[src/design/mcml_pkg.sv]
// Shared types and constants for the MIDI CC mixer level map.
package mcml_pkg;

  typedef enum logic [1:0] {
    A_MIDI  = 2'd0,
    A_LOCAL = 2'd1,
    A_SCAN  = 2'd2,
    A_NOP   = 2'd3
  } mcml_action_e;

  typedef enum logic [1:0] {
    K_APPLY = 2'd0,
    K_SENT  = 2'd1,
    K_FWD   = 2'd2,
    K_DONE  = 2'd3
  } mcml_kind_e;

  typedef enum logic [1:0] {
    T_INPUT  = 2'd0,
    T_COMP   = 2'd1,
    T_MASTER = 2'd2
  } mcml_target_e;

  localparam logic [7:0] CcStatus      = 8'hB0;
  localparam logic [7:0] StatusHiMask  = 8'hF0;
  localparam logic [6:0] CcNumMaster   = 7'd7;
  localparam int         CcNumInBase   = 16;
  localparam logic [6:0] CcNumComp     = 7'd23;

  // Decoded control change.
  typedef struct packed {
    logic         mapped;
    logic [3:0]   chan;
    mcml_target_e target;
    logic [3:0]   in_idx;
  } mcml_dec_t;

  // One result word as driven on the output ports.
  typedef struct packed {
    mcml_kind_e   kind;
    logic [1:0]   bus;
    mcml_target_e target;
    logic [2:0]   in_num;
    logic [4:0]   level;
    logic [7:0]   status;
    logic [6:0]   number;
    logic [6:0]   value;
    logic         last;
  } mcml_res_t;

endpackage

[src/design/mcml_ram.sv]
// Generic one-write one-read RAM with registered read data.
module mcml_ram #(
  parameter int Width = 8,
  parameter int Depth = 36
) (
  input  logic                                      clk_i,
  input  logic                                      we_i,
  input  logic [(Depth > 1 ? $clog2(Depth) : 1)-1:0] waddr_i,
  input  logic [Width-1:0]                          wdata_i,
  input  logic [(Depth > 1 ? $clog2(Depth) : 1)-1:0] raddr_i,
  output logic [Width-1:0]                          rdata_o
);

  logic [Width-1:0] mem_q [Depth];
  logic [Width-1:0] rdata_q;

  always_ff @(posedge clk_i) begin
    if (we_i) begin
      mem_q[waddr_i] <= wdata_i;
    end
    rdata_q <= mem_q[raddr_i];
  end

  assign rdata_o = rdata_q;

endmodule

[src/design/mcml_cc_decode.sv]
// Maps a MIDI control change to a mixer slot and apply target.
module mcml_cc_decode #(
  parameter int BUS_COUNT      = 4,
  parameter int INPUTS_PER_BUS = 7,
  parameter int SlotW          = 6
) (
  input  logic [7:0]           status_i,
  input  logic [6:0]           number_i,
  output mcml_pkg::mcml_dec_t  dec_o,
  output logic [SlotW-1:0]     slot_o
);
  import mcml_pkg::*;

  localparam int CompBase   = BUS_COUNT * INPUTS_PER_BUS;
  localparam int MasterBase = CompBase + BUS_COUNT;

  logic       is_cc;
  logic [3:0] chan;

  assign chan  = status_i[3:0];
  assign is_cc = ((status_i & StatusHiMask) == CcStatus) && (int'(chan) < BUS_COUNT);

  always_comb begin
    dec_o        = '0;
    dec_o.chan   = chan;
    dec_o.target = T_INPUT;
    slot_o       = '0;
    if (is_cc) begin
      // The master number is tested first, then the input range, then the compressor.
      if (number_i == CcNumMaster) begin
        dec_o.mapped = 1'b1;
        dec_o.target = T_MASTER;
        slot_o       = SlotW'(MasterBase + int'(chan));
      end else if (int'(number_i) >= CcNumInBase &&
                   int'(number_i) < CcNumInBase + INPUTS_PER_BUS) begin
        dec_o.mapped = 1'b1;
        dec_o.target = T_INPUT;
        dec_o.in_idx = 4'(int'(number_i) - CcNumInBase);
        slot_o       = SlotW'(int'(chan) * INPUTS_PER_BUS + int'(number_i) - CcNumInBase);
      end else if (number_i == CcNumComp) begin
        dec_o.mapped = 1'b1;
        dec_o.target = T_COMP;
        slot_o       = SlotW'(CompBase + int'(chan));
      end
    end
  end

endmodule

[src/design/mcml_scan_walk.sv]
// Slot walker for a scan: bus by bus, inputs then compressor then master.
module mcml_scan_walk #(
  parameter int BUS_COUNT      = 4,
  parameter int INPUTS_PER_BUS = 7,
  parameter int SlotW          = 6
) (
  input  logic             clk_i,
  input  logic             rst_ni,
  input  logic             init_i,
  input  logic             step_i,
  output logic [SlotW-1:0] slot_o,
  output logic [3:0]       bus_o,
  output logic [6:0]       number_o,
  output logic             last_o
);
  import mcml_pkg::*;

  localparam int CompBase   = BUS_COUNT * INPUTS_PER_BUS;
  localparam int MasterBase = CompBase + BUS_COUNT;
  localparam int BusW       = BUS_COUNT > 1 ? $clog2(BUS_COUNT) : 1;
  localparam int SubW       = $clog2(INPUTS_PER_BUS + 2);

  logic [BusW-1:0]  bus_q, bus_d;
  logic [SubW-1:0]  sub_q, sub_d;
  logic [SlotW-1:0] in_slot_q, in_slot_d;
  logic             is_in, is_comp, sub_end;

  assign is_in   = int'(sub_q) < INPUTS_PER_BUS;
  assign is_comp = int'(sub_q) == INPUTS_PER_BUS;
  assign sub_end = int'(sub_q) == INPUTS_PER_BUS + 1;

  always_comb begin
    if (is_in) begin
      slot_o   = in_slot_q;
      number_o = 7'(int'(sub_q) + CcNumInBase);
    end else if (is_comp) begin
      slot_o   = SlotW'(CompBase + int'(bus_q));
      number_o = CcNumComp;
    end else begin
      slot_o   = SlotW'(MasterBase + int'(bus_q));
      number_o = CcNumMaster;
    end
  end

  assign bus_o  = 4'(bus_q);
  assign last_o = sub_end && (int'(bus_q) == BUS_COUNT - 1);

  always_comb begin
    bus_d     = bus_q;
    sub_d     = sub_q;
    in_slot_d = in_slot_q;
    if (init_i) begin
      bus_d     = '0;
      sub_d     = '0;
      in_slot_d = '0;
    end else if (step_i) begin
      if (sub_end) begin
        sub_d = '0;
        bus_d = bus_q + BusW'(1);
      end else begin
        sub_d = sub_q + SubW'(1);
      end
      if (is_in) begin
        in_slot_d = in_slot_q + SlotW'(1);
      end
    end
  end

  always_ff @(posedge clk_i or negedge rst_ni) begin
    if (!rst_ni) begin
      bus_q     <= '0;
      sub_q     <= '0;
      in_slot_q <= '0;
    end else begin
      bus_q     <= bus_d;
      sub_q     <= sub_d;
      in_slot_q <= in_slot_d;
    end
  end

endmodule

[src/design/midi_cc_mixer_level_map_core.sv]
// Top level of the MIDI CC mixer level map: sequencer, level stores and result register.
// After reset a clearing pass writes zero to every slot, all BUS_COUNT*(INPUTS_PER_BUS+2)
// of them (36 at the defaults), with busy_o high; a reset value lands the block in the pass.
// A MIDI word yields one forward result (unmapped) or an apply, a sent and a forward result
// (mapped), one result per cycle. A local write leaves busy_o low. A scan walks the level
// stores one slot a cycle through the single read port of each.
// Results are registered and appear in the cycle after they are formed; the receiver cannot stall.
module midi_cc_mixer_level_map_core #(
  parameter int BUS_COUNT      = 4,
  parameter int INPUTS_PER_BUS = 7
) (
  input  logic       clk_i,
  input  logic       rst_ni,
  input  logic       start_i,
  output logic       busy_o,
  input  logic [1:0] action_i,
  input  logic [7:0] status_byte_i,
  input  logic [6:0] controller_number_i,
  input  logic [6:0] controller_value_i,
  input  logic [5:0] slot_index_i,
  input  logic [7:0] slot_level_i,
  output logic       result_valid_o,
  output logic [1:0] kind_o,
  output logic [1:0] bus_number_o,
  output logic [1:0] target_kind_o,
  output logic [2:0] input_number_o,
  output logic [4:0] apply_level_o,
  output logic [7:0] out_status_o,
  output logic [6:0] out_number_o,
  output logic [6:0] out_value_o,
  output logic       last_o
);
  import mcml_pkg::*;

  localparam int Slots = BUS_COUNT * (INPUTS_PER_BUS + 2);
  localparam int SlotW = $clog2(Slots);

  // One-hot sequencer states.
  typedef enum logic [6:0] {
    ST_IDLE  = 7'b0000001,
    ST_CLEAR = 7'b0000010,
    ST_APPLY = 7'b0000100,
    ST_SENT  = 7'b0001000,
    ST_FWD   = 7'b0010000,
    ST_SCAN  = 7'b0100000,
    ST_DONE  = 7'b1000000
  } mcml_state_e;

  mcml_state_e state_q, state_d;

  logic accept;
  assign busy_o = (state_q != ST_IDLE);
  assign accept = start_i && !busy_o;

  // The MIDI word is held for the cycles that emit its results.
  logic [7:0] status_q;
  logic [6:0] number_q, value_q;

  always_ff @(posedge clk_i) begin
    if (accept) begin
      status_q <= status_byte_i;
      number_q <= controller_number_i;
      value_q  <= controller_value_i;
    end
  end

  mcml_dec_t        dec;
  logic [SlotW-1:0] dec_slot;

  mcml_cc_decode #(
    .BUS_COUNT     (BUS_COUNT),
    .INPUTS_PER_BUS(INPUTS_PER_BUS),
    .SlotW         (SlotW)
  ) u_decode (
    .status_i(status_q),
    .number_i(number_q),
    .dec_o   (dec),
    .slot_o  (dec_slot)
  );

  // Scan walker. It issues one slot read a cycle; the compare stage sees the data in the following cycle.
  logic             walk_init, walk_step, walk_last;
  logic [SlotW-1:0] walk_slot;
  logic [3:0]       walk_bus;
  logic [6:0]       walk_number;

  mcml_scan_walk #(
    .BUS_COUNT     (BUS_COUNT),
    .INPUTS_PER_BUS(INPUTS_PER_BUS),
    .SlotW         (SlotW)
  ) u_walk (
    .clk_i   (clk_i),
    .rst_ni  (rst_ni),
    .init_i  (walk_init),
    .step_i  (walk_step),
    .slot_o  (walk_slot),
    .bus_o   (walk_bus),
    .number_o(walk_number),
    .last_o  (walk_last)
  );

  logic             issue_done_q, issue_done_d;
  logic             cmp_vld_q, cmp_vld_d;
  logic             cmp_last_q;
  logic [SlotW-1:0] cmp_slot_q;
  logic [3:0]       cmp_bus_q;
  logic [6:0]       cmp_number_q;

  // Level stores: the live copy and the copy last reported to the host.
  logic             live_we, rep_we;
  logic [SlotW-1:0] live_waddr, rep_waddr;
  logic [7:0]       live_wdata, rep_wdata, live_rdata, rep_rdata;
  logic [SlotW-1:0] clr_q, clr_d;

  mcml_ram #(.Width(8), .Depth(Slots)) u_live (
    .clk_i  (clk_i),
    .we_i   (live_we),
    .waddr_i(live_waddr),
    .wdata_i(live_wdata),
    .raddr_i(walk_slot),
    .rdata_o(live_rdata)
  );

  mcml_ram #(.Width(8), .Depth(Slots)) u_reported (
    .clk_i  (clk_i),
    .we_i   (rep_we),
    .waddr_i(rep_waddr),
    .wdata_i(rep_wdata),
    .raddr_i(walk_slot),
    .rdata_o(rep_rdata)
  );

  mcml_res_t  res_q, res_d;
  logic       res_valid_q, res_valid_d;
  logic [7:0] midi_level;

  // A mapped control change stores the controller value divided by four.
  assign midi_level = {3'b000, value_q[6:2]};

  always_comb begin
    state_d      = state_q;
    clr_d        = clr_q;
    issue_done_d = issue_done_q;
    cmp_vld_d    = 1'b0;
    walk_init    = 1'b0;
    walk_step    = 1'b0;
    live_we      = 1'b0;
    live_waddr   = dec_slot;
    live_wdata   = midi_level;
    rep_we       = 1'b0;
    rep_waddr    = dec_slot;
    rep_wdata    = midi_level;
    res_valid_d  = 1'b0;
    res_d        = '0;
    res_d.kind   = K_APPLY;
    res_d.target = T_INPUT;

    unique case (state_q)
      ST_CLEAR: begin
        live_we    = 1'b1;
        live_waddr = clr_q;
        live_wdata = '0;
        rep_we     = 1'b1;
        rep_waddr  = clr_q;
        rep_wdata  = '0;
        clr_d      = clr_q + SlotW'(1);
        if (int'(clr_q) == Slots - 1) begin
          state_d = ST_IDLE;
        end
      end

      ST_IDLE: begin
        if (accept) begin
          unique case (mcml_action_e'(action_i))
            A_MIDI: begin
              state_d = ST_APPLY;
            end
            A_LOCAL: begin
              // Only the live copy changes; the next scan reports the difference.
              live_we    = int'(slot_index_i) < Slots;
              live_waddr = SlotW'(slot_index_i);
              live_wdata = slot_level_i;
            end
            A_SCAN: begin
              walk_init    = 1'b1;
              issue_done_d = 1'b0;
              state_d      = ST_SCAN;
            end
            A_NOP: begin
            end
            default: begin
            end
          endcase
        end
      end

      ST_APPLY: begin
        res_valid_d = 1'b1;
        if (dec.mapped) begin
          live_we      = 1'b1;
          rep_we       = 1'b1;
          res_d.kind   = K_APPLY;
          res_d.bus    = dec.chan[1:0];
          res_d.target = dec.target;
          res_d.in_num = dec.in_idx[2:0];
          res_d.level  = value_q[6:2];
          state_d      = ST_SENT;
        end else begin
          // Anything that is not a mapped control change is only forwarded.
          res_d.kind   = K_FWD;
          res_d.status = status_q;
          res_d.number = number_q;
          res_d.value  = value_q;
          res_d.last   = 1'b1;
          state_d      = ST_IDLE;
        end
      end

      ST_SENT: begin
        res_valid_d  = 1'b1;
        res_d.kind   = K_SENT;
        res_d.status = CcStatus | {4'h0, dec.chan};
        res_d.number = number_q;
        res_d.value  = value_q;
        state_d      = ST_FWD;
      end

      ST_FWD: begin
        res_valid_d  = 1'b1;
        res_d.kind   = K_FWD;
        res_d.status = status_q;
        res_d.number = number_q;
        res_d.value  = value_q;
        res_d.last   = 1'b1;
        state_d      = ST_IDLE;
      end

      ST_SCAN: begin
        // Issue side: one slot read per cycle until the master of the last bus.
        if (!issue_done_q) begin
          walk_step = 1'b1;
          cmp_vld_d = 1'b1;
          if (walk_last) begin
            issue_done_d = 1'b1;
          end
        end
        // Compare side: a changed slot is reported and the reported copy catches up.
        if (cmp_vld_q) begin
          if (live_rdata != rep_rdata) begin
            rep_we       = 1'b1;
            rep_waddr    = cmp_slot_q;
            rep_wdata    = live_rdata;
            res_valid_d  = 1'b1;
            res_d.kind   = K_SENT;
            res_d.status = CcStatus | {4'h0, cmp_bus_q};
            res_d.number = cmp_number_q;
            res_d.value  = {live_rdata[4:0], 2'b00};
          end
          if (cmp_last_q) begin
            state_d = ST_DONE;
          end
        end
      end

      ST_DONE: begin
        res_valid_d = 1'b1;
        res_d.kind  = K_DONE;
        res_d.last  = 1'b1;
        state_d     = ST_IDLE;
      end

      default: begin
        state_d = ST_IDLE;
      end
    endcase
  end

  always_ff @(posedge clk_i or negedge rst_ni) begin
    if (!rst_ni) begin
      state_q      <= ST_CLEAR;
      clr_q        <= '0;
      issue_done_q <= 1'b0;
      cmp_vld_q    <= 1'b0;
      res_valid_q  <= 1'b0;
    end else begin
      state_q      <= state_d;
      clr_q        <= clr_d;
      issue_done_q <= issue_done_d;
      cmp_vld_q    <= cmp_vld_d;
      res_valid_q  <= res_valid_d;
    end
  end

  // Compare-stage payload tracks the slot whose read data arrives next cycle.
  always_ff @(posedge clk_i) begin
    if (walk_step) begin
      cmp_slot_q   <= walk_slot;
      cmp_bus_q    <= walk_bus;
      cmp_number_q <= walk_number;
      cmp_last_q   <= walk_last;
    end
    res_q <= res_d;
  end

  assign result_valid_o = res_valid_q;
  assign kind_o         = res_q.kind;
  assign bus_number_o   = res_q.bus;
  assign target_kind_o  = res_q.target;
  assign input_number_o = res_q.in_num;
  assign apply_level_o  = res_q.level;
  assign out_status_o   = res_q.status;
  assign out_number_o   = res_q.number;
  assign out_value_o    = res_q.value;
  assign last_o         = res_q.last;

`ifndef SYNTHESIS
  // An apply command is always followed at once by its echoed control change.
  assert property (@(posedge clk_i) disable iff (!rst_ni)
    result_valid_o && (kind_o == K_APPLY) |=> result_valid_o && (kind_o == K_SENT))
    else $error("apply not followed by echoed control change");

  // The scan done marker closes the scan.
  assert property (@(posedge clk_i) disable iff (!rst_ni)
    result_valid_o && (kind_o == K_DONE) |-> last_o)
    else $error("scan done marker without last");

  // A MIDI word or a scan keeps the block busy in the following cycle.
  assert property (@(posedge clk_i) disable iff (!rst_ni)
    start_i && !busy_o && ((action_i == A_MIDI) || (action_i == A_SCAN)) |=> busy_o)
    else $error("block not busy after accepting a word");
`endif

endmodule
[config.mk]
export PLATFORM = sky130hd
export DESIGN_NAME = midi_cc_mixer_level_map_core
export DESIGN_NICKNAME = d
export VERILOG_FILES = /design/src/design/mcml_pkg.sv /design/src/design/mcml_ram.sv /design/src/design/mcml_cc_decode.sv /design/src/design/mcml_scan_walk.sv /design/src/design/midi_cc_mixer_level_map_core.sv
export SDC_FILE = /design/constraint.sdc
export NUM_CORES = 1
export LEC_CHECK = 0
export BUFFER_PORTS_ARGS = -buffer_cell sky130_fd_sc_hd__buf_4
export CAP_MARGIN = 20
export CORE_ASPECT_RATIO = 1.25
export CORE_MARGIN = 8
export CORE_UTILIZATION = 35
export DETAILED_ROUTE_END_ITERATION = 8
export GPL_ROUTABILITY_DRIVEN = 0
export SLEW_MARGIN = 5
export SYNTH_ARGS = -nofsm -noshare
export SYNTH_HDL_FRONTEND = slang
export SYNTH_SLANG_ARGS = --single-unit
[constraint.sdc]
create_clock -name clk_i -period 6 [get_ports clk_i]
set_input_delay 0.9 -clock clk_i [delete_from_list [all_inputs] [get_ports clk_i]]
set_output_delay 0.9 -clock clk_i [all_outputs]
set_load 0.02 [all_outputs]
==> flow_metrics.tcl <==
set metrics [dict create \
    synth.avg_cell_area_um2 14.6 \
    first_iter_violations 1806 \
    grt_start_max_net_pins 121 \
    power_mw 9.49 \
    finalHoldViolations 0 \
    post_cts_buffers 0 \
    place_worst_setup_slack_ps 761 \
    yosys.area.top_type_share_pct 64.4 \
    post-place-cells 3085 \
    path_max_fanout 10 \
    drtPass1Iterations 5 \
    rsz0062_at_grt "no" \
    drc 0 \
    min_period_ps 5250 \
    fp.dieH_um 335 \
    cts_tree "built" \
    n_antenna_cell 0 \
    setup_viol 0 \
    drive_above_1_share_pct 20.7 \
    skew_ps 24.8 \
    grt_pass1_wl_mm 113 \
    clk_latency_ps 610 \
    nets 2153 \
    synth_seq_cells 693 \
    cts_buffers 68 \
    yosys_warnings 0 \
    critPathKind "reg -> reg" \
    area_growth_pct 15.4 \
    wl_per_cell_um 23.8 \
    final_util_pct 40.6 \
    end_kind "flop" \
    start_util_pct 35.2 \
    cp.required_ps 6220 \
    power.density_mw_per_mm2 288 \
    pin_count 80 \
    antenna_found_initial 1 \
    async_flop_share_pct 4.04 \
    synthCells 1959 \
    finalMaxSlewViolations 0 \
    htree_levels 3 \
    wirelength_mm 76.3 \
    cts-root-buf "clkbuf_16" \
    fin_area_mm2 0.0330 \
    fin_crit_sh_pct 87.4 \
    dp_hpwl_mm 50.3 \
    antenna_left 0 \
    worst_pin_slew_ps 1080 \
    cts_resized 0 \
    netlist_top_cells_count "edfxtp_1 (612), nand2_1 (217), nand3_1 (148)" \
    ctsHoldBuffers 0 \
    synth_area_leaders "edfxtp_1 (64%), mux2_2 (3.9%), dfxtp_1 (3.7%), mux2i_1 (2.9%), nand2_1 (2.9%)" \
    whs_ps 221 \
    max_freq_mhz 191 \
    fin_ws_ps 753 \
    yosysUniqueCellTypes 83 \
    relSlewSlack_pct 27.7 \
    synth-edff-count 612 \
    status "complete, no violations" \
    path_clk_slew_ps 60 \
    cap_violations 0 \
    grt_pass1_vias 17500 \
    leakage_nw 11.1 \
    die_x_um 271 \
    via_per_inst 5.40 \
    start_kind "flop" \
    overflow 0 \
    yosys.area.top_type "edfxtp_1" \
    vias 17300 \
    syn_nets 2023 \
    setup_tns_ps 0 \
    die-area_mm2 0.0910 \
    crit_arrival_ps 5470 \
    yosysMostFrequentCell "edfxtp_1" \
    synth_area_mm2 0.0286 \
    grt_usage_pct 16.3 \
    holdCritPathClass "in -> async" \
    cts_sinks 693 \
    io_buffers 79 \
    cts.path.max_buffers 3 \
    ys_seq_area_share_pct 70.5 \
    stdcell_count 3211 \
    core_mm2 0.0811 \
    synth_ff_type "edfxtp_1" \
    rows 117 \
    vdd_drop_max_v 0.000180 \
    place_area_mm2 0.0307 \
]
metal layers:
| metal | track usage, % | up-vias | part of all wire [%] |
|---|---|---|---|
| met4 | 7.47 | 0 | 4.0 |
| met2 | 29.4 | 611 | 52 |
| met5 | 0 | - | 0 |
| met1 | 19.4 | 8796 | 39 |
| li1 | - | 7802 | - |
| met3 | 2.02 | 138 | 5.2 |
critical path, stage by stage, from the launching register on:
cell       delay (ps)
edfxtp_1          550
fa_1              560
fa_1              420
ha_1              290
ha_1              220
fa_1              440
xor2_1            160
o2111ai_1         210
nor3_1            260
nor3_2            110
buf_4             180
or3b_1            580
nor3_1            870
cell type report:
cell class	count	area, µm²
fillers	7419	48100
flip-flops and latches	693	20100
multi-input cells	1120	7770
clock buffers	81	1820
repair buffers	176	1350
well taps	1071	1340
clock inverters	40	409
inverters	30	121
kinds of logic (layout without fill, tap and decap cells):
logic type                 count (synthesis)  in the layout  share of synthesized area [%]
AOI/OAI and AO/OA                        304            304                           7.65
xor gates and xnor gates                  24             24                          0.736
adders and majority gates                 23             23                           1.22
buffers and inverters                    146            327                           2.46
DFF                                      693            693                           70.5
muxes                                    183            183                           6.94
other                                      1              1                         0.0131
and+or+nand+nor                          585            585                           10.5
cell usage in the layout (no fill, tap or decap), types with 44 or more instances in the layout:
cell	instances
edfxtp_1	612
nand2_1	217
buf_4	166
nand3_1	148
mux2_2	99
a21oi_1	88
mux2i_1	82
clkbuf_16	69
dfxtp_1	53
nor3_1	45
nor4_1	45
o21ai_0	44
registers in the layout, indices dropped and copies added (netlist names), 6 cells and up:
name and count:
u_walk.in_slot_q 6, state_q 7, u_live.rdata_o 8, u_reported.mem_q 288, clr_q 6, value_q 7
u_reported.rdata_o 8, out_value_o 7, out_number_o 7, cmp_slot_q 6, status_q 8, number_q 7
out_status_o 8, u_live.mem_q 288
power by group:
group / leakage (nW) / switching [mW] / internal (mW) / total [mW]
Clock: 1.09 / 1.80 / 2.48 / 4.29
Combinational: 4.23 / 0.0115 / 0.0169 / 0.0284
Sequential: 5.82 / 0 / 5.17 / 5.17
path summary, 6_finish.rpt:
| check | end | cells past startpoint | slack, ps | start |
|---|---|---|---|---|
| setup / recovery | u_live.mem_q[21][5] | 12 | 750 | status_q[2] |
| hold / removal | state_q[3] | 1 | 220 | rst_ni |
| setup reg to reg | u_live.mem_q[21][5] | 12 | 750 | status_q[2] |
| hold reg to reg | out_value_o[0] | 1 | 440 | value_q[0] |
| max in group asynchronous | state_q[1] | 1 | 5460 | rst_ni |
| min in group clk_i | out_value_o[0] | 1 | 440 | value_q[0] |
No activity file was read; power rests on OpenSTA's default activity.
